==> src/rtl/assert_macros.svh <==
// Assertion macros for the motor mixer RTL.
// Included by modules that carry concurrent checks; no other dependencies.
`ifndef ASSERT_MACROS_SVH
`define ASSERT_MACROS_SVH
`ifndef SYNTHESIS
`define QXM_ASSERT_RST(lbl, clk, rst_n, prop) \
    lbl: assert property (@(posedge clk) disable iff (!rst_n) prop) \
        else $error("qxm assertion failed");
`define QXM_ASSERT_CLK(lbl, clk, prop) \
    lbl: assert property (@(posedge clk) prop) \
        else $error("qxm assertion failed");
`else
`define QXM_ASSERT_RST(lbl, clk, rst_n, prop)
`define QXM_ASSERT_CLK(lbl, clk, prop)
`endif
`endif

==> src/rtl/qxm_pkg.sv <==
// Types and constants of the quad-X motor mixer.
// No dependencies; imported by every RTL module, interface and bench file of the block.
`timescale 1ns / 1ps
`default_nettype none
package qxm_pkg;

    localparam int THR_W       = 8;
    localparam int CORR_W      = 12;
    localparam int YAW_W       = 8;
    localparam int LVL_W       = 11;
    localparam int LANES       = 4;
    localparam int MIX_W       = 15;
    localparam int SPAN_W      = 14;
    localparam int DIV_STEPS   = LVL_W;
    localparam int NUM_W       = SPAN_W + DIV_STEPS;
    localparam int PROD_W      = THR_W + LVL_W;
    localparam int RECIP_W     = 20;
    localparam int SCALED_W    = PROD_W + RECIP_W;
    // ceil(2^27 / 255): exact floor division by 255 for products below 2^19.
    localparam int RECIP       = 526345;
    localparam int RECIP_SHIFT = 27;
    localparam int STEPS_PER_STAGE = 4;
    localparam int LAST_STEPS  = DIV_STEPS - 2 * STEPS_PER_STAGE;

    localparam int CFG_DATA_W  = 32;
    localparam int CFG_ADDR_W  = 3;
    localparam logic [LVL_W-1:0] MAX_LEVEL_RST = 11'd1000;
    localparam logic REG_MAX_LEVEL = 1'b0;

    typedef enum logic [1:0] {
        MODE_ZERO,
        MODE_REMAP,
        MODE_SHIFT
    } t_mode;

    typedef struct packed {
        t_mode                             mode;
        logic [SPAN_W-1:0]                 span;
        logic [LANES-1:0][NUM_W-1:0]       num;
        logic [LANES-1:0][LVL_W-1:0]       shifted;
    } t_div_item;

endpackage
`default_nettype wire

==> src/rtl/qxm_if.sv <==
// Valid/ready channel interfaces for mixer commands and motor results.
// Depends on qxm_pkg for field widths.
`timescale 1ns / 1ps
`default_nettype none


interface qxm_motor_if;
    import qxm_pkg::*;

    logic             valid;
    logic             ready;
    logic [LVL_W-1:0] front_left;
    logic [LVL_W-1:0] front_right;
    logic [LVL_W-1:0] rear_left;
    logic [LVL_W-1:0] rear_right;

    modport source (
        output valid, front_left, front_right, rear_left, rear_right,
        input  ready
    );
    modport sink (
        input  valid, front_left, front_right, rear_left, rear_right,
        output ready
    );
endinterface
`default_nettype wire

==> src/rtl/qxm_div.sv <==
// Pipelined restoring divider for the remap, with final motor selection.
// Depends on qxm_pkg, qxm_if and assert_macros.svh; fed by qxm_front.
`timescale 1ns / 1ps
`default_nettype none
`include "assert_macros.svh"
module qxm_div (
    input  logic                       i_clk,
    input  logic                       i_rst_n,
    input  logic [qxm_pkg::LVL_W-1:0]  i_max_level,
    input  logic                       i_valid,
    output logic                       o_ready,
    input  qxm_pkg::t_div_item         i_item,
    qxm_motor_if.source                o_motor
);
    import qxm_pkg::*;

    typedef struct packed {
        t_mode                        mode;
        logic [SPAN_W-1:0]            span;
        logic [LANES-1:0][SPAN_W-1:0] rem;
        logic [LANES-1:0][LVL_W-1:0]  low;
        logic [LANES-1:0][LVL_W-1:0]  quo;
        logic [LANES-1:0][LVL_W-1:0]  shifted;
    } t_div_stage;

    function automatic t_div_stage div_steps(input t_div_stage s, input int count);
        t_div_stage        x;
        logic [SPAN_W:0]   t;
        x = s;
        for (int k = 0; k < STEPS_PER_STAGE; k++) begin
            if (k < count) begin
                for (int l = 0; l < LANES; l++) begin
                    t = {x.rem[l], x.low[l][LVL_W-1]};
                    x.low[l] = {x.low[l][LVL_W-2:0], 1'b0};
                    if (t >= {1'b0, x.span}) begin
                        t = t - {1'b0, x.span};
                        x.quo[l] = {x.quo[l][LVL_W-2:0], 1'b1};
                    end else begin
                        x.quo[l] = {x.quo[l][LVL_W-2:0], 1'b0};
                    end
                    x.rem[l] = t[SPAN_W-1:0];
                end
            end
        end
        return x;
    endfunction

    logic [1:0]                  r_valid;
    logic                        r_out_valid;
    logic [1:0]                  stg_ready;
    logic                        out_ready;
    t_div_stage                  r_st [2];
    t_div_stage                  n_st0, n_st1, fin;
    t_div_stage                  init;
    logic [LANES-1:0][LVL_W-1:0] r_motor, n_motor;
    t_mode                       r_out_mode;

    assign out_ready    = !r_out_valid || o_motor.ready;
    assign stg_ready[1] = !r_valid[1] || out_ready;
    assign stg_ready[0] = !r_valid[0] || stg_ready[1];
    assign o_ready      = stg_ready[0];

    always_comb begin
        init.mode    = i_item.mode;
        init.span    = i_item.span;
        init.shifted = i_item.shifted;
        for (int l = 0; l < LANES; l++) begin
            init.rem[l] = i_item.num[l][NUM_W-1:DIV_STEPS];
            init.low[l] = i_item.num[l][DIV_STEPS-1:0];
            init.quo[l] = '0;
        end
        n_st0 = div_steps(init, STEPS_PER_STAGE);
        n_st1 = div_steps(r_st[0], STEPS_PER_STAGE);
        fin   = div_steps(r_st[1], LAST_STEPS);
        for (int l = 0; l < LANES; l++) begin
            case (fin.mode)
                MODE_ZERO:  n_motor[l] = '0;
                MODE_REMAP: n_motor[l] = fin.quo[l];
                default:    n_motor[l] = fin.shifted[l];
            endcase
        end
    end

    always_ff @(posedge i_clk) begin
        if (!i_rst_n) begin
            r_valid     <= '0;
            r_out_valid <= 1'b0;
        end else begin
            if (stg_ready[0]) begin
                r_valid[0] <= i_valid;
            end
            if (stg_ready[1]) begin
                r_valid[1] <= r_valid[0];
            end
            if (out_ready) begin
                r_out_valid <= r_valid[1];
            end
        end
    end

    always_ff @(posedge i_clk) begin
        if (stg_ready[0] && i_valid) begin
            r_st[0] <= n_st0;
        end
        if (stg_ready[1] && r_valid[0]) begin
            r_st[1] <= n_st1;
        end
        if (out_ready && r_valid[1]) begin
            r_motor    <= n_motor;
            r_out_mode <= fin.mode;
        end
    end

    assign o_motor.valid       = r_out_valid;
    assign o_motor.front_left  = r_motor[0];
    assign o_motor.front_right = r_motor[1];
    assign o_motor.rear_left   = r_motor[2];
    assign o_motor.rear_right  = r_motor[3];

    `QXM_ASSERT_RST(a_motor_in_range, i_clk, i_rst_n, r_out_valid |-> (r_motor[0] <= i_max_level) && (r_motor[1] <= i_max_level) && (r_motor[2] <= i_max_level) && (r_motor[3] <= i_max_level))
    `QXM_ASSERT_RST(a_remap_full_range, i_clk, i_rst_n, (r_out_valid && r_out_mode == MODE_REMAP) |-> ((r_motor[0] == '0) || (r_motor[1] == '0) || (r_motor[2] == '0) || (r_motor[3] == '0)) && ((r_motor[0] == i_max_level) || (r_motor[1] == i_max_level) || (r_motor[2] == i_max_level) || (r_motor[3] == i_max_level)))
    `QXM_ASSERT_RST(a_rem_below_span, i_clk, i_rst_n, (r_valid[1] && r_st[1].mode == MODE_REMAP) |-> (r_st[1].rem[0] < r_st[1].span) && (r_st[1].rem[1] < r_st[1].span) && (r_st[1].rem[2] < r_st[1].span) && (r_st[1].rem[3] < r_st[1].span))
endmodule
`default_nettype wire

==> src/flat_wrapper.sv <==
// flat-port wrapper written by rule: the top's interface ports become plain ports
module qxm_div_flat import qxm_pkg::*;
  (i_clk, i_rst_n, i_max_level, i_valid, o_ready, i_item, o_motor_valid, o_motor_front_left, o_motor_front_right, o_motor_rear_left, o_motor_rear_right, o_motor_ready);
  qxm_motor_if o_motor_i ();
  input  logic i_clk;
  input  logic i_rst_n;
  input  logic [qxm_pkg::LVL_W-1:0] i_max_level;
  input  logic i_valid;
  output logic o_ready;
  input  qxm_pkg::t_div_item i_item;
  output wire logic [$bits(o_motor_i.valid)-1:0] o_motor_valid;
  output wire logic [$bits(o_motor_i.front_left)-1:0] o_motor_front_left;
  output wire logic [$bits(o_motor_i.front_right)-1:0] o_motor_front_right;
  output wire logic [$bits(o_motor_i.rear_left)-1:0] o_motor_rear_left;
  output wire logic [$bits(o_motor_i.rear_right)-1:0] o_motor_rear_right;
  input wire logic [$bits(o_motor_i.ready)-1:0] o_motor_ready;
  assign o_motor_valid = o_motor_i.valid;
  assign o_motor_front_left = o_motor_i.front_left;
  assign o_motor_front_right = o_motor_i.front_right;
  assign o_motor_rear_left = o_motor_i.rear_left;
  assign o_motor_rear_right = o_motor_i.rear_right;
  assign o_motor_i.ready = o_motor_ready;
  qxm_div u_core (.i_clk(i_clk), .i_rst_n(i_rst_n), .i_max_level(i_max_level), .i_valid(i_valid), .o_ready(o_ready), .i_item(i_item), .o_motor(o_motor_i));
endmodule
==> config.mk <==
export PLATFORM = sky130hd
export DESIGN_NAME = qxm_div_flat
export DESIGN_NICKNAME = d
export VERILOG_FILES = /design/src/rtl/qxm_pkg.sv /design/src/rtl/qxm_if.sv /design/src/rtl/qxm_div.sv /design/src/flat_wrapper.sv
export VERILOG_INCLUDE_DIRS = /design/src /design/src/rtl
export SDC_FILE = /design/constraint.sdc
export NUM_CORES = 2
export LEC_CHECK = 0
export BUFFER_PORTS_ARGS = -buffer_cell sky130_fd_sc_hd__buf_2
export CORE_MARGIN = 10
export CORE_UTILIZATION = 33
export DETAILED_ROUTE_END_ITERATION = 10
export SLEW_MARGIN = 20
export SYNTH_ARGS = -nofsm -noshare
export SYNTH_HDL_FRONTEND = slang
export SYNTH_SLANG_ARGS = --single-unit
==> constraint.sdc <==
create_clock -name i_clk -period 12.1 [get_ports i_clk]
set_input_delay 0.605 -clock i_clk [delete_from_list [all_inputs] [get_ports i_clk]]
set_output_delay 0.605 -clock i_clk [all_outputs]
set_load 0.01 [all_outputs]
# After elaboration in Yosys (flattened, before gate mapping)
# Memories as Yosys holds them, arrays and structs flattened.
# Cells that the tools add are included.
word_totals:
  regBits: 47
  ram_bits: 376
  memories: 1
classes:
  add_sub_neg: 40
  order_cmp: 44
  n_eq_ne: 1
  n_mux: 92
  n_reduce_logical: 10
memory_table:
  columns: ["name", "depth", "word_bits", "rd", "rd_clocked_by_memory_dff", "wr", "line_no", "rtl"]
  rows:
  - ["u_core.r_st", 2, 188, 2, 0, 2, "qxm_div.sv:52", "t_div_stage r_st [2];"]
ops:
  columns: ["op", "n"]
  rows:
  - ["15-bit by 14-bit >= comparator with 1-bit output", 44]
  - ["14-bit two-way mux", 40]
  - ["14-bit subtractor", 40]
  - ["11-bit one-hot mux with 2 select lines", 4]
  - ["1-bit two-way mux", 48]
  - ["1-bit logical AND", 3]
  - ["1-bit logical NOT", 3]
  - ["1-bit logical OR", 3]
  - ["2-bit by 1-bit == test with 1-bit output, second input constant", 1]
  - ["2-bit logical NOT", 1]

# Longest topological paths before layout
# An unclocked memory read counts as a cell.
depth:
  depth_word: 9
  depth_mapped: 52
  mapped_depth_nobuf: 46

# Worst setup path before layout
# OpenSTA, ideal clock, no wires.
synth_timing:
  kind: "input -> register"
  from: "input o_motor_ready"
  to: "memory u_core.r_st[0][188] (netlist bit) (enable)"
  arrival_ns: 12.239
  t_required_ns: 11.176
  path_slack_ns: -1.063
  stages: 2
  path_buffers: 0
  path_cell_list: "nor2b_1 a21boi_0"
synth_lines:
  columns: ["item", "line_no", "rtl"]
  rows:
  - ["start: declaration", "flat_wrapper.sv:16", "input wire logic [$bits(o_motor_i.ready)-1:0] o_motor_ready;"]
  - ["end: declaration", "qxm_div.sv:52", null]

==> reports/qor.yml <==
finalInstanceArea_sq_um: 48450
r2r_start: "u_core.r_st[0][176]"
syn_avg_cell_area_sq_um: 9.146
drt_iter0_drc: 2496
grt_pass1_wl_mm: 200.3
cts_hold_buf: 0
path_clk_slew_ns: 0.06
timing.fmax_mhz: 88.75
synthMuxAreaShare_pct: 8.859
cp_slowest_cell: "or3_1"
cts_tree: "built"
synth_area_leaders: "edfxtp_1 25%, ha_1 18%, mux2_2 6.3%"
yosysTopAreaCell: "edfxtp_1"
ys_seq_area_share_pct: 25.53
antenna_found_initial: 5
htreeDepth: 2
critical_path_class: "reg -> reg"
clock_path_buffers: 3
crit_path_start_kind: "flip-flop"
worst_pin_slew_ns: 1.025
grtUsageTotal_pct: 17.19
slowest_delay_ns: 0.65
path_buf_inv: 5
synth_compound_area_share_pct: 21.01
async_reset_ff_share_pct: 0
grt_pass1_vias: 35060
worstHoldPathCells: 1
layout-drive-gt1-share_pct: 14.32
dpl.hpwl_mm: 99.64
dr.pass1.iters: 6
skew_ns: 0.02727
synth_xor_area_share_pct: 8.341
fin_setup_tns_ns: 0
synth_seq_cells: 367
synthFlopType: "edfxtp_1"
min_period_ns: 11.27
core_area_sq_um: 129500
drv_slew: 0
wire_per_inst_um: 19.24
synth_fa_ha_area_share_pct: 19.76
root_buffer: "clkbuf_16"
met2_length_mm: 55.57
start_util_pct: 33.25
synth_cell_types: 100
die_h_um: 381.2
io_pins: 221
cp.required_ns: 12.46
numCtsBuffers: 47
timing.final.hold_violations: 0
synthCells: 4707
cp_common_cell: "a21oi_1"
cp_max_fo: 22
grt_remaining_overflow: 0
synth_top_family_by_area: "compound AO/OA/AOI/OAI gates"
min_path_type: "in -> reg"
relSlewSlack_pct: 31.70
synthesis.nets: 5538
yosys_warnings: 0
die_w_um: 381.2
drc: 0
r2r_slack_ns: 0.83
final_net_count: 5817
rsz0062_at_grt: "no"
gp_congestion: 0.9126
period_share_pct: 93.12
clock-sinks: 367
dr_total_vias: 36370
grt_max_degree: 137
postRouteAntennaNets: 0
worstReg2RegEnd: "u_core.r_st[0][349]"
highest_layer: "met5"
cap_violations: 0
cp_top_family: "compound AO/OA/AOI/OAI gates"
synth-simple-area-share_pct: 13.30
synth_top_area_share_pct: 25.39
rows: 132
worstHoldEndpoint: "u_core.r_st[0][12]"
synth_edf_count: 364
postPlaceCellArea_sq_um: 46750
vias_per_cell: 5.378
netlist_area_sq_um: 43050
area_delta_synth_final_pct: 12.54
die_area_sq_um: 145300
worst_r2r_path_depth: 41
setup_viol: 0
io_buffers: 209
min_from: "i_item[12]"
status: "finished, final reports clean"
wl_met3_mm: 7.917
detail_route.wirelength.met1_mm: 62.23
end_kind: "flip-flop"
wl_mm: 130.2
arrival_ns: 11.62
clock_latency_ns: 0.63
## worst max path at each step
| stage | startpoint | to | slack [ns] | depth (start not counted) |
|---|---|---|---|---|
| after detailed placement | i_item[156] | u_core.r_st[0][135] | 0.58 | 41 |
| after CTS | u_core.r_st[0][175] | u_core.r_st[0][307] | 0.68 | 44 |
| final | u_core.r_st[0][176] | u_core.r_st[0][349] | 0.83 | 41 |
| after floorplan | u_core.r_st[0][173] | u_core.r_st[0][352] | 0.62 | 50 |
| after global routing | u_core.r_st[0][175] | u_core.r_st[0][311] | 0.04 | 44 |
| after global placement | i_item[145] | u_core.r_st[0][137] | 0.60 | 42 |
## registers in the layout, summed over array words and instances (netlist names)
name and flops:
u_core.r_st 320, u_core.o_motor.front_left 11, u_core.o_motor.front_right 11, u_core.o_motor.rear_left 11, u_core.o_motor.rear_right 11, u_core.r_valid 2
u_core.o_motor.valid 1
## stage by stage
| stage | setup slack [ns] | hold WS (ns) | utilization (%) | cells |
|---|---|---|---|---|
| final | 0.8329 | 0.1545 | 37.42 | 6763 |
| after floorplan | 0.6235 | 0.4003 | - | 4707 |
| after CTS | 0.6803 | 0.09313 | 37.40 | 6760 |
| after global placement | 0.6029 | 0.4006 | 36.11 | 6677 |
| after detailed placement | 0.5828 | 0.4045 | 36.11 | 6677 |
| after global routing | 0.03733 | 0.1251 | 37.42 | 6763 |
## per-layer routing
layer / GRT usage [%] / vias up
li1: - / 18160
met5: 0 / -
met1: 24.02 / 17070
met2: 26.60 / 942
met4: 5.745 / 2
met3: 2.871 / 193
## cell usage after synthesis, drive strengths merged (11+ instances only)
cell type and n:
xnor2 278, nor4 29, a221oi 15, nand2 335, a21o 188, o31a 27
nand2b 78, ha 616, nand4 87, o211ai 24, edfxtp 364, o31ai 28
and2 13, mux2i 51, inv 264, or3 21, fa 40, xor2 132
o41ai 15, nor2b 98, a21oi 400, and4 11, a22o 12, mux2 288
nor3 81, nand3 67, a21boi 24, buf 43, a211oi 31, a221o 13
clkbuf 38, o21a 86, o21bai 59, o21ai 357, nor2 315, or2 18
a31oi 27
## what timing repair did
action / 4_1_cts / 5_1_grt
endpoints found under the setup margin: 0 / 40
buffers inserted: 0 / 2
resized for setup: 0 / 4
## cell families after synthesis
kind of cell	after synthesis
compound gates	1403
xor+xnor	410
fa+ha+maj	656
buf+inv	345
flops	367
mux	339
simple gates	1187
## layout make-up
| class | instances | area (sq um) |
|---|---|---|
| clock inverters | 33 | 466.7 |
| repair buffers | 311 | 1849 |
| flip-flops and latches | 367 | 10990 |
| diodes | 1 | 2.502 |
| clock buffers | 50 | 1209 |
| well taps | 1742 | 2180 |
| fillers | 13200 | 81040 |
| multi-input cells | 3995 | 30760 |
| inverters | 264 | 991.0 |
## layout by cell type, fill, tap and decap left out, types with 24 or more instances in the layout
master | Yosys | layout
ha_1 | 616 | 616
a21oi_1 | 397 | 396
edfxtp_1 | 364 | 364
o21ai_0 | 349 | 347
nand2_1 | 333 | 333
nor2_1 | 314 | 314
xnor2_1 | 278 | 278
inv_1 | 259 | 259
mux2_2 | 240 | 240
buf_2 | 27 | 209
a21o_1 | 188 | 187
xor2_1 | 132 | 132
buf_4 | 4 | 99
nor2b_1 | 98 | 97
nand4_1 | 87 | 87
o21a_1 | 86 | 86
nor3_1 | 80 | 79
nand2b_1 | 78 | 78
nand3_1 | 66 | 66
o21bai_1 | 59 | 59
mux2i_1 | 51 | 51
clkbuf_16 | 0 | 48
fa_1 | 40 | 40
mux2_1 | 32 | 32
a211oi_1 | 31 | 31
nor4_1 | 28 | 28
o31ai_1 | 27 | 27
o31a_1 | 26 | 26
a31oi_1 | 27 | 26
o211ai_1 | 24 | 24
Power is not shown: default switching activity piles up to over one toggle a cycle in this logic, so the estimate is an artifact.
