$ cat src/rtl/assert_macros.svh
// Assertion macros for the motor mixer RTL.
// Included by modules that carry concurrent checks; no other dependencies.
`ifndef ASSERT_MACROS_SVH
`define ASSERT_MACROS_SVH
`ifndef SYNTHESIS
`define QXM_ASSERT_RST(lbl, clk, rst_n, prop) \
    lbl: assert property (@(posedge clk) disable iff (!rst_n) prop) \
        else $error("qxm assertion failed");
`define QXM_ASSERT_CLK(lbl, clk, prop) \
    lbl: assert property (@(posedge clk) prop) \
        else $error("qxm assertion failed");
`else
`define QXM_ASSERT_RST(lbl, clk, rst_n, prop)
`define QXM_ASSERT_CLK(lbl, clk, prop)
`endif
`endif

$ cat src/rtl/qxm_pkg.sv
// Types and constants of the quad-X motor mixer.
// No dependencies; imported by every RTL module, interface and bench file of the block.
`timescale 1ns / 1ps
`default_nettype none
package qxm_pkg;

    localparam int THR_W       = 8;
    localparam int CORR_W      = 12;
    localparam int YAW_W       = 8;
    localparam int LVL_W       = 11;
    localparam int LANES       = 4;
    localparam int MIX_W       = 15;
    localparam int SPAN_W      = 14;
    localparam int DIV_STEPS   = LVL_W;
    localparam int NUM_W       = SPAN_W + DIV_STEPS;
    localparam int PROD_W      = THR_W + LVL_W;
    localparam int RECIP_W     = 20;
    localparam int SCALED_W    = PROD_W + RECIP_W;
    // ceil(2^27 / 255): exact floor division by 255 for products below 2^19.
    localparam int RECIP       = 526345;
    localparam int RECIP_SHIFT = 27;
    localparam int STEPS_PER_STAGE = 4;
    localparam int LAST_STEPS  = DIV_STEPS - 2 * STEPS_PER_STAGE;

    localparam int CFG_DATA_W  = 32;
    localparam int CFG_ADDR_W  = 3;
    localparam logic [LVL_W-1:0] MAX_LEVEL_RST = 11'd1000;
    localparam logic REG_MAX_LEVEL = 1'b0;

    typedef enum logic [1:0] {
        MODE_ZERO,
        MODE_REMAP,
        MODE_SHIFT
    } t_mode;

    typedef struct packed {
        t_mode                             mode;
        logic [SPAN_W-1:0]                 span;
        logic [LANES-1:0][NUM_W-1:0]       num;
        logic [LANES-1:0][LVL_W-1:0]       shifted;
    } t_div_item;

endpackage
`default_nettype wire

$ cat src/rtl/qxm_if.sv
// Valid/ready channel interfaces for mixer commands and motor results.
// Depends on qxm_pkg for field widths.
`timescale 1ns / 1ps
`default_nettype none
interface qxm_cmd_if;
    import qxm_pkg::*;

    logic                     valid;
    logic                     ready;
    logic [THR_W-1:0]         throttle;
    logic signed [CORR_W-1:0] pitch_correction;
    logic signed [CORR_W-1:0] roll_correction;
    logic signed [YAW_W-1:0]  yaw_command;

    modport source (
        output valid, throttle, pitch_correction, roll_correction, yaw_command,
        input  ready
    );
    modport sink (
        input  valid, throttle, pitch_correction, roll_correction, yaw_command,
        output ready
    );
endinterface

`default_nettype wire

$ cat src/rtl/qxm_front.sv
// Front pipeline: throttle scaling, quad-X mix, range search and remap numerators.
// Depends on qxm_pkg and qxm_if; feeds qxm_div.
`timescale 1ns / 1ps
`default_nettype none
module qxm_front (
    input  logic                       i_clk,
    input  logic                       i_rst_n,
    input  logic [qxm_pkg::LVL_W-1:0]  i_max_level,
    qxm_cmd_if.sink                    i_cmd,
    output logic                       o_valid,
    input  logic                       i_ready,
    output qxm_pkg::t_div_item         o_item
);
    import qxm_pkg::*;

    localparam int STAGES = 5;

    typedef logic signed [MIX_W-1:0] t_mix;

    logic [STAGES-1:0] r_valid;
    logic [STAGES-1:0] stg_ready;
    logic [STAGES-1:0] stg_load;

    logic [PROD_W-1:0]        r1_prod, n1_prod;
    logic signed [CORR_W-1:0] r1_p, r1_r, r2_p, r2_r;
    logic signed [YAW_W-1:0]  r1_y, r2_y;
    logic                     r1_zero, r2_zero, r3_zero, r4_zero;
    logic [SCALED_W-1:0]      n2_scaled;
    logic [LVL_W-1:0]         r2_thr;
    t_mix                     r3_m [LANES];
    t_mix                     n3_m [LANES];
    t_mix                     r4_m [LANES];
    t_mix                     r4_hi, r4_lo, n4_hi, n4_lo;
    t_div_item                r5_item, n5_item;

    always_comb begin
        stg_ready[STAGES-1] = !r_valid[STAGES-1] || i_ready;
        for (int k = STAGES - 2; k >= 0; k--) begin
            stg_ready[k] = !r_valid[k] || stg_ready[k+1];
        end
        stg_load[0] = stg_ready[0] && i_cmd.valid;
        for (int k = 1; k < STAGES; k++) begin
            stg_load[k] = stg_ready[k] && r_valid[k-1];
        end
    end

    always_ff @(posedge i_clk) begin
        if (!i_rst_n) begin
            r_valid <= '0;
        end else begin
            if (stg_ready[0]) begin
                r_valid[0] <= i_cmd.valid;
            end
            for (int k = 1; k < STAGES; k++) begin
                if (stg_ready[k]) begin
                    r_valid[k] <= r_valid[k-1];
                end
            end
        end
    end

    // Stage 1: throttle times full scale.
    assign n1_prod = PROD_W'(i_cmd.throttle) * PROD_W'(i_max_level);

    always_ff @(posedge i_clk) begin
        if (stg_load[0]) begin
            r1_prod <= n1_prod;
            r1_p    <= i_cmd.pitch_correction;
            r1_r    <= i_cmd.roll_correction;
            r1_y    <= i_cmd.yaw_command;
            r1_zero <= (i_cmd.throttle == '0);
        end
    end

    // Stage 2: division by 255 as a reciprocal multiplication.
    assign n2_scaled = SCALED_W'(r1_prod) * SCALED_W'(RECIP);

    always_ff @(posedge i_clk) begin
        if (stg_load[1]) begin
            r2_thr  <= n2_scaled[RECIP_SHIFT +: LVL_W];
            r2_p    <= r1_p;
            r2_r    <= r1_r;
            r2_y    <= r1_y;
            r2_zero <= r1_zero;
        end
    end

    // Stage 3: quad-X mix.
    always_comb begin
        t_mix t, p, r, y;
        t = $signed({{(MIX_W-LVL_W){1'b0}}, r2_thr});
        p = $signed({{(MIX_W-CORR_W){r2_p[CORR_W-1]}}, r2_p});
        r = $signed({{(MIX_W-CORR_W){r2_r[CORR_W-1]}}, r2_r});
        y = $signed({{(MIX_W-YAW_W){r2_y[YAW_W-1]}}, r2_y});
        n3_m[0] = t - p - y + r;
        n3_m[1] = t - p + y - r;
        n3_m[2] = t + p + y + r;
        n3_m[3] = t + p - y - r;
    end

    always_ff @(posedge i_clk) begin
        if (stg_load[2]) begin
            r3_m    <= n3_m;
            r3_zero <= r2_zero;
        end
    end

    // Stage 4: largest and smallest motor value.
    always_comb begin
        t_mix hi_a, hi_b, lo_a, lo_b;
        hi_a  = (r3_m[0] > r3_m[1]) ? r3_m[0] : r3_m[1];
        lo_a  = (r3_m[0] < r3_m[1]) ? r3_m[0] : r3_m[1];
        hi_b  = (r3_m[2] > r3_m[3]) ? r3_m[2] : r3_m[3];
        lo_b  = (r3_m[2] < r3_m[3]) ? r3_m[2] : r3_m[3];
        n4_hi = (hi_a > hi_b) ? hi_a : hi_b;
        n4_lo = (lo_a < lo_b) ? lo_a : lo_b;
    end

    always_ff @(posedge i_clk) begin
        if (stg_load[3]) begin
            r4_m    <= r3_m;
            r4_hi   <= n4_hi;
            r4_lo   <= n4_lo;
            r4_zero <= r3_zero;
        end
    end

    // Stage 5: spread, mode, remap numerators and shifted values.
    always_comb begin
        t_mix              full_s, diff_full, spread, d, v;
        logic [SPAN_W-1:0] span;
        full_s    = $signed({{(MIX_W-LVL_W){1'b0}}, i_max_level});
        spread    = r4_hi - r4_lo;
        span      = spread[SPAN_W-1:0];
        diff_full = full_s - r4_hi;
        n5_item.span = span;
        if (r4_zero) begin
            n5_item.mode = MODE_ZERO;
        end else if (span > SPAN_W'(i_max_level)) begin
            n5_item.mode = MODE_REMAP;
        end else begin
            n5_item.mode = MODE_SHIFT;
        end
        for (int l = 0; l < LANES; l++) begin
            d = r4_m[l] - r4_lo;
            n5_item.num[l] = NUM_W'(d[SPAN_W-1:0]) * NUM_W'(i_max_level);
            if (r4_hi > full_s) begin
                v = r4_m[l] + diff_full;
            end else if (r4_lo[MIX_W-1]) begin
                v = d;
            end else begin
                v = r4_m[l];
            end
            n5_item.shifted[l] = v[LVL_W-1:0];
        end
    end

    always_ff @(posedge i_clk) begin
        if (stg_load[4]) begin
            r5_item <= n5_item;
        end
    end

    assign i_cmd.ready = stg_ready[0];
    assign o_valid     = r_valid[STAGES-1];
    assign o_item      = r5_item;
endmodule
`default_nettype wire

$ cat src/flat_wrapper.sv
// flat-port wrapper written by rule: the top's interface ports become plain ports
module qxm_front_flat import qxm_pkg::*;
  (i_clk, i_rst_n, i_max_level, o_valid, i_ready, o_item, i_cmd_valid, i_cmd_throttle, i_cmd_pitch_correction, i_cmd_roll_correction, i_cmd_yaw_command, i_cmd_ready);
  qxm_cmd_if i_cmd_i ();
  input  logic i_clk;
  input  logic i_rst_n;
  input  logic [qxm_pkg::LVL_W-1:0] i_max_level;
  output logic o_valid;
  input  logic i_ready;
  output qxm_pkg::t_div_item o_item;
  input wire logic [$bits(i_cmd_i.valid)-1:0] i_cmd_valid;
  input wire logic [$bits(i_cmd_i.throttle)-1:0] i_cmd_throttle;
  input wire logic [$bits(i_cmd_i.pitch_correction)-1:0] i_cmd_pitch_correction;
  input wire logic [$bits(i_cmd_i.roll_correction)-1:0] i_cmd_roll_correction;
  input wire logic [$bits(i_cmd_i.yaw_command)-1:0] i_cmd_yaw_command;
  output wire logic [$bits(i_cmd_i.ready)-1:0] i_cmd_ready;
  assign i_cmd_i.valid = i_cmd_valid;
  assign i_cmd_i.throttle = i_cmd_throttle;
  assign i_cmd_i.pitch_correction = i_cmd_pitch_correction;
  assign i_cmd_i.roll_correction = i_cmd_roll_correction;
  assign i_cmd_i.yaw_command = i_cmd_yaw_command;
  assign i_cmd_ready = i_cmd_i.ready;
  qxm_front u_core (.i_clk(i_clk), .i_rst_n(i_rst_n), .i_max_level(i_max_level), .i_cmd(i_cmd_i), .o_valid(o_valid), .i_ready(i_ready), .o_item(o_item));
endmodule
$ cat config.mk
export PLATFORM = sky130hd
export DESIGN_NAME = qxm_front_flat
export DESIGN_NICKNAME = d
export VERILOG_FILES = /design/src/rtl/assert_macros.svh /design/src/rtl/qxm_pkg.sv /design/src/rtl/qxm_if.sv /design/src/rtl/qxm_front.sv /design/src/flat_wrapper.sv
export SDC_FILE = /design/constraint.sdc
export NUM_CORES = 2
export LEC_CHECK = 0
export ABC_AREA = 0
export BUFFER_PORTS_ARGS = -buffer_cell sky130_fd_sc_hd__buf_4
export CAP_MARGIN = 20
export CORE_ASPECT_RATIO = 0.7
export CORE_MARGIN = 2
export CORE_UTILIZATION = 50
export CTS_CLUSTER_SIZE = 28
export DETAILED_ROUTE_END_ITERATION = 8
export PLACE_DENSITY = 0.67
export REMOVE_ABC_BUFFERS = 1
export SYNTH_ARGS = -nofsm -noshare
export SYNTH_HDL_FRONTEND = slang
export SYNTH_SLANG_ARGS = --single-unit
$ cat constraint.sdc
create_clock -name i_clk -period 11.6 [get_ports i_clk]
set_input_delay 2.32 -clock i_clk [delete_from_list [all_inputs] [get_ports i_clk]]
set_output_delay 2.32 -clock i_clk [all_outputs]
set_load 0.01 [all_outputs]
After elaboration in Yosys (flattened, before gate mapping)

Cells that the tools add are included.

Flip-flop bits (word level): 409
Input bits: 55
Output and inout port bits: 162
Logic and storage cells: 102

Add/sub/neg operators: 20
Multiply operators: 6
Order comparisons: 8
Multiplexer cells: 15
Reductions and logical operators: 16

Operators by type and width:

| operator                                                              | number |
|---|---|
| 14-bit by 12-bit multiplier with 25-bit output                        | 4 |
| 15-bit two-way mux                                                    | 6 |
| 11-bit two-way mux                                                    | 8 |
| 14-bit subtractor                                                     | 5 |
| 15-bit greater-than comparator                                        | 3 |
| 15-bit < comparator                                                   | 3 |
| 11-bit adder                                                          | 4 |
| 19-bit by 20-bit multiplier with 38-bit output, second input constant | 1 |
| 15-bit by 12-bit adder with 15-bit output                             | 2 |
| 15-bit by 12-bit subtractor with 15-bit output                        | 2 |
| 13-bit by 8-bit adder with 14-bit output                              | 2 |
| 13-bit by 8-bit subtractor with 14-bit output                         | 2 |
| 8-bit by 11-bit multiplier with 19-bit output                         | 1 |
| 15-bit by 12-bit greater-than comparator with 1-bit output            | 1 |
| 14-bit by 11-bit greater-than comparator with 1-bit output            | 1 |
| 12-bit by 12-bit adder with 13-bit output                             | 1 |
| 12-bit by 12-bit subtractor with 13-bit output                        | 1 |
| 11-bit subtractor                                                     | 1 |
| 8-bit zero test                                                       | 1 |
| 1-bit logical AND                                                     | 5 |
| 1-bit zero test                                                       | 5 |
| 1-bit logical OR                                                      | 5 |
| 2-bit two-way mux                                                     | 1 |

Depth between registers and ports, before layout

Depth in word-level cells: 7
Gate-level depth with buffers: 29
Depth with buffers taken out: 28

Worst setup path after synthesis

Ideal clock, no wire load.

Path kind: input-to-reg
From: input i_ready
To: register u_core.r5_item, in the netlist u_core.o_item[0] (enable)
Setup time: 0.701 ns
Arrival time: 9.466 ns
Data required time: 10.899 ns
Setup slack: 1.433 ns
Cell stages on the path: 2
Buffers on the path: 0
Cell sequence: nor2b_1 nor2b_1

Longest elaborated chain between the ends: 2

Ends and longest elaborated chain:

| item                   | line              | RTL |
|---|---|---|
| start: declaration     | flat_wrapper.sv:9 | `input logic i_ready;` |
| 1-bit logical OR       | qxm_front.sv:37   | `stg_ready[STAGES-1] = !r_valid[STAGES-1] \|\| i_ready;` |
| 1-bit logical AND      | qxm_front.sv:43   | `stg_load[k] = stg_ready[k] && r_valid[k-1];` |
| via u_core.stg_load[4] | qxm_front.sv:22   | `logic [STAGES-1:0] stg_load;` |
| end signal: assignment | qxm_front.sv:160  | `r5_item <= n5_item;` |
| end: declaration       | qxm_front.sv:34   | `t_div_item r5_item, n5_item;` |

The timed path passes the listed nets, and every way through them passes these cells.
A chain may end at the register's enable or synchronous reset.

==> impl.org <==
** Run status
- Status :: finished clean

** STA
- Fin crit share :: 71.6%
- Top achievable clock speed :: 120 MHz
- Final Critical Period :: 8300 ps
- Rel. slew slack :: 20.3%
- The number of slew-limit violations in the final report was 0.
- At the pin with the least slew margin, the transition time is 1190 ps.
- Setup violations remaining at the end of the flow were counted as 0.
- Setup repair after global routing left no endpoint under its margin.
- Accumulated negative setup slack :: 0 ps
- Setup skew after layout :: 34.9 ps
- The count of endpoints failing hold in the final timing report is 0.

** Logic synthesis
- Flop and latch count out of synthesis :: 409
- After synthesis, the mean cell area works out to 9.58 um^2.
- The netlist uses 82 different library cells.
- Yosys attributes the largest share of cell area to sky130_fd_sc_hd__fa_1, sky130_fd_sc_hd__edfxtp_1, sky130_fd_sc_hd__ha_1.
- FFs w/ async S/R, synth :: 0%
- Counting every instance in the synthesized netlist gives 5,626.
- The most used flip-flop cell after synthesis is sky130_fd_sc_hd__edfxtp_1.
- In this run, synthesis inferred 404 flip-flops with an integrated enable.
- Summed instance area of the synthesized netlist :: 53,900 um^2
- For this run, the number of Yosys warnings is 0.
- sky130_fd_sc_hd__fa_1 takes more of the synthesized area than any other cell.
- Share of Yosys cell area claimed by the top area cell type :: 24.0%
- Proportion of synthesized chip area in sequential cells :: 22.7%

** Run
- Across the run, the number of max-cap violations was 0.

** Clock tree
- Number of levels the H-tree was split into :: 2
- Clock edge transition at the registers on the reported setup and hold paths :: 60 ps
- Gates resized, CTS repair :: 0
- Clock tree from TritonCTS :: built
- In this run the post-CTS setup repair buffer count came out at 0.
- Insertion delay to the later sink of the worst-skew pair :: 660 ps
- Clock Path Buffers :: 3
- Cell at the root of the clock tree :: sky130_fd_sc_hd__clkbuf_16
- Number of buffers created by CTS :: 47
- The number of hold buffers added after CTS was 0.
- The clock net in this run drives a total of 409 sinks.

** Routing
- Drt total wl :: 141 mm
- In the routed layout, each cell is associated on average with a via count of 5.44.
- The pre-antenna-repair detailed-routing pass consisted of 6 iterations.
- First DRT Iteration DRCs :: 3,070
- For this run, design rule violations remaining after detail routing come to 0.
- Routed length per instance :: 19.5 um
- Routed vias :: 39,400
- In this run the remaining antenna-violating nets after routing total 0.

** Worst setup path
- Reg-to-Reg Start :: u_core.r4_lo[0]
- The worst register-to-register path has a depth of 25.
- Crit Path Category :: register to register
- In this run the critical register-to-register path is captured at u_core.o_item[68].
- Arrival time of data at the critical path endpoint :: 8680 ps
- The worst setup path is captured at a register.
- The worst setup path is launched from a register.
- For the worst setup path, the data required time is 11,980 ps.
- Highest fanout seen on the critical path :: 11
- Register-to-register setup slack :: 3300 ps

** Floorplan
- The core region is 107,000 um^2.
- The floorplan step set the die height to 279 um.
- The die is 396 um wide.
- Once the floorplan was initialized, standard cells occupied 50.6% of the core.
- Row cnt :: 100
- Top-level I/O count :: 217
- Overall die area :: 110,000 um^2

** Layout
- Growth of design area from synthesis to finish :: 9.09%
- Count of nets after finishing :: 7,152
- Layout cells sized above 1 :: 6.77%
- Once layout is complete, the cells apart from fillers number 7,239.

** Placed design
- Post-DP HPWL :: 112 mm
- Placed cell count :: 7,142
- Total of buffers placed on input and output ports :: 216
- At the end of routability-driven placement, the weighted congestion stood at 0.920.

** Global route
- Overall routing resource usage :: 25.9%
- The first global-routing pass estimated 221 mm of wire.
- Entering global routing, the biggest net connects 134 pins.
- Antenna violations before repair :: 10
- Summed over all layers, the global routing overflow is 0.
- Number of global-route vias before repair :: 39,000

** Hold path
- Number of cells on the worst hold path :: 0
- The worst hold path belongs to the class register to register.
- The path with the worst hold slack has its endpoint at u_core.r2_r[4].
- The startpoint identified for the worst hold timing path is u_core.r1_r[4].
[routing by layer]
metal / part of all wire (%) / up-vias / track usage (%)
li1: - / 18600 / -
met1: 45 / 19200 / 37.9
met5: 0.065 / - / 0
met3: 9.5 / 192 / 6.24
met4: 3.0 / 8 / 7.21
met2: 42 / 1357 / 38.1
[cell usage after synthesis, types with 78 or more instances]
cell type / count
sky130_fd_sc_hd__and2_1: 207
sky130_fd_sc_hd__nor3_1: 102
sky130_fd_sc_hd__o21ai_0: 138
sky130_fd_sc_hd__a21oi_1: 277
sky130_fd_sc_hd__mux2i_1: 99
sky130_fd_sc_hd__xor2_1: 78
sky130_fd_sc_hd__inv_1: 1067
sky130_fd_sc_hd__ha_1: 681
sky130_fd_sc_hd__nor2_1: 272
sky130_fd_sc_hd__edfxtp_1: 404
sky130_fd_sc_hd__xnor2_1: 249
sky130_fd_sc_hd__fa_1: 646
sky130_fd_sc_hd__nand2_1: 593
sky130_fd_sc_hd__clkbuf_1: 163
[registers in the layout, summed over array words and instances (netlist names)]
register	flops
u_core.o_item	160
u_core.r1_p	12
u_core.r1_prod	19
u_core.r1_r	12
u_core.r1_y	8
u_core.r1_zero	1
u_core.r2_p	12
u_core.r2_r	12
u_core.r2_thr	11
u_core.r2_y	8
u_core.r2_zero	1
u_core.r3_m	60
u_core.r3_zero	1
u_core.r4_hi	15
u_core.r4_lo	15
u_core.r4_m	56
u_core.r4_zero	1
u_core.r_valid	5
[worst max-delay path, stage by stage, from the launching register on]
cell	delay (ps)
sky130_fd_sc_hd__edfxtp_1	590
sky130_fd_sc_hd__ha_1	330
sky130_fd_sc_hd__fa_1	410
sky130_fd_sc_hd__nor2b_1	120
sky130_fd_sc_hd__o21ai_0	110
sky130_fd_sc_hd__a21o_1	230
sky130_fd_sc_hd__a31oi_1	420
sky130_fd_sc_hd__a31oi_1	200
sky130_fd_sc_hd__a21oi_1	190
sky130_fd_sc_hd__xor2_1	900
sky130_fd_sc_hd__nand2_1	190
sky130_fd_sc_hd__fa_1	590
sky130_fd_sc_hd__inv_1	60
sky130_fd_sc_hd__fa_1	480
sky130_fd_sc_hd__fa_1	520
sky130_fd_sc_hd__fa_1	490
sky130_fd_sc_hd__inv_1	50
sky130_fd_sc_hd__fa_1	480
sky130_fd_sc_hd__inv_1	40
sky130_fd_sc_hd__ha_1	370
sky130_fd_sc_hd__nand3_1	100
sky130_fd_sc_hd__a31oi_1	300
sky130_fd_sc_hd__nor3_1	170
sky130_fd_sc_hd__o41ai_1	430
sky130_fd_sc_hd__a21oi_1	140
sky130_fd_sc_hd__xnor2_1	130
[metrics by stage]
step / setup slack, ps / cell area, um^2 / util [%] / hold WS [ps]
after global routing: 2850 / 58800 / 55.1 / 424
after floorplan: 1430 / 53200 / - / 400
final: 3300 / 58800 / 55.1 / 414
after CTS: 3350 / 58700 / 55.1 / 416
after global placement: 3140 / 57000 / 53.5 / 403
after detailed placement: 3010 / 57100 / 53.5 / 405
[logic make-up after synthesis]
group / count (synthesis) / synth area share, %
xor+xnor: 328 / 5.34
fa+ha+maj: 1327 / 39.8
buf+inv: 1252 / 8.77
compound gates: 780 / 9.22
flops: 409 / 22.7
mux: 101 / 1.88
simple gates: 1429 / 12.3
[placed cells by master (no fill, tap or decap), types with 9 or more instances in the layout]
master                      instances
sky130_fd_sc_hd__inv_1           1067
sky130_fd_sc_hd__ha_1             681
sky130_fd_sc_hd__fa_1             646
sky130_fd_sc_hd__nand2_1          593
sky130_fd_sc_hd__edfxtp_1         404
sky130_fd_sc_hd__a21oi_1          277
sky130_fd_sc_hd__buf_4            273
sky130_fd_sc_hd__nor2_1           272
sky130_fd_sc_hd__xnor2_1          249
sky130_fd_sc_hd__and2_1           207
sky130_fd_sc_hd__o21ai_0          138
sky130_fd_sc_hd__nor3_1           102
sky130_fd_sc_hd__mux2i_1           99
sky130_fd_sc_hd__xor2_1            78
sky130_fd_sc_hd__a21o_1            63
sky130_fd_sc_hd__nor2b_1           63
sky130_fd_sc_hd__nand3_1           61
sky130_fd_sc_hd__a211oi_1          50
sky130_fd_sc_hd__clkbuf_16         47
sky130_fd_sc_hd__o21a_1            45
sky130_fd_sc_hd__nand2b_1          35
sky130_fd_sc_hd__o21bai_1          30
sky130_fd_sc_hd__and3_1            21
sky130_fd_sc_hd__a31oi_1           20
sky130_fd_sc_hd__o211ai_1          17
sky130_fd_sc_hd__or3_1             16
sky130_fd_sc_hd__o31ai_1           15
sky130_fd_sc_hd__o31a_1            14
sky130_fd_sc_hd__nand4_1           13
sky130_fd_sc_hd__a31o_2            12
sky130_fd_sc_hd__o41ai_1           12
sky130_fd_sc_hd__or2_2              9
[area by class of cell]
| class | count | area [um^2] |
|---|---|---|
| Clock inverter | 31 | 420 |
| Timing Repair Buffer | 275 | 2080 |
| Sequential cell | 409 | 12200 |
| Multi-Input combinational cell | 3965 | 37000 |
| Antenna cell | 4 | 10.0 |
| Fill cell | 9411 | 47800 |
| Inverter | 1072 | 4020 |
| Clock buffer | 55 | 1230 |
| Tap cell | 1428 | 1790 |
[worst max-delay path by stage]
stage                     cells past startpoint  slack (ps)                 to             from
after floorplan                               2        1430   u_core.o_item[0]          i_ready
after global placement                       21        3140  u_core.o_item[67]  i_max_level[10]
after detailed placement                     21        3010  u_core.o_item[67]  i_max_level[10]
after CTS                                    25        3350  u_core.o_item[67]  u_core.r4_lo[0]
after global routing                         25        2850  u_core.o_item[92]  u_core.r4_lo[1]
final                                        25        3300  u_core.o_item[68]  u_core.r4_lo[0]
Power is left out: the tool's default activity adds up to more than one toggle a clock period on the data nets, which glitch-free logic cannot reach.
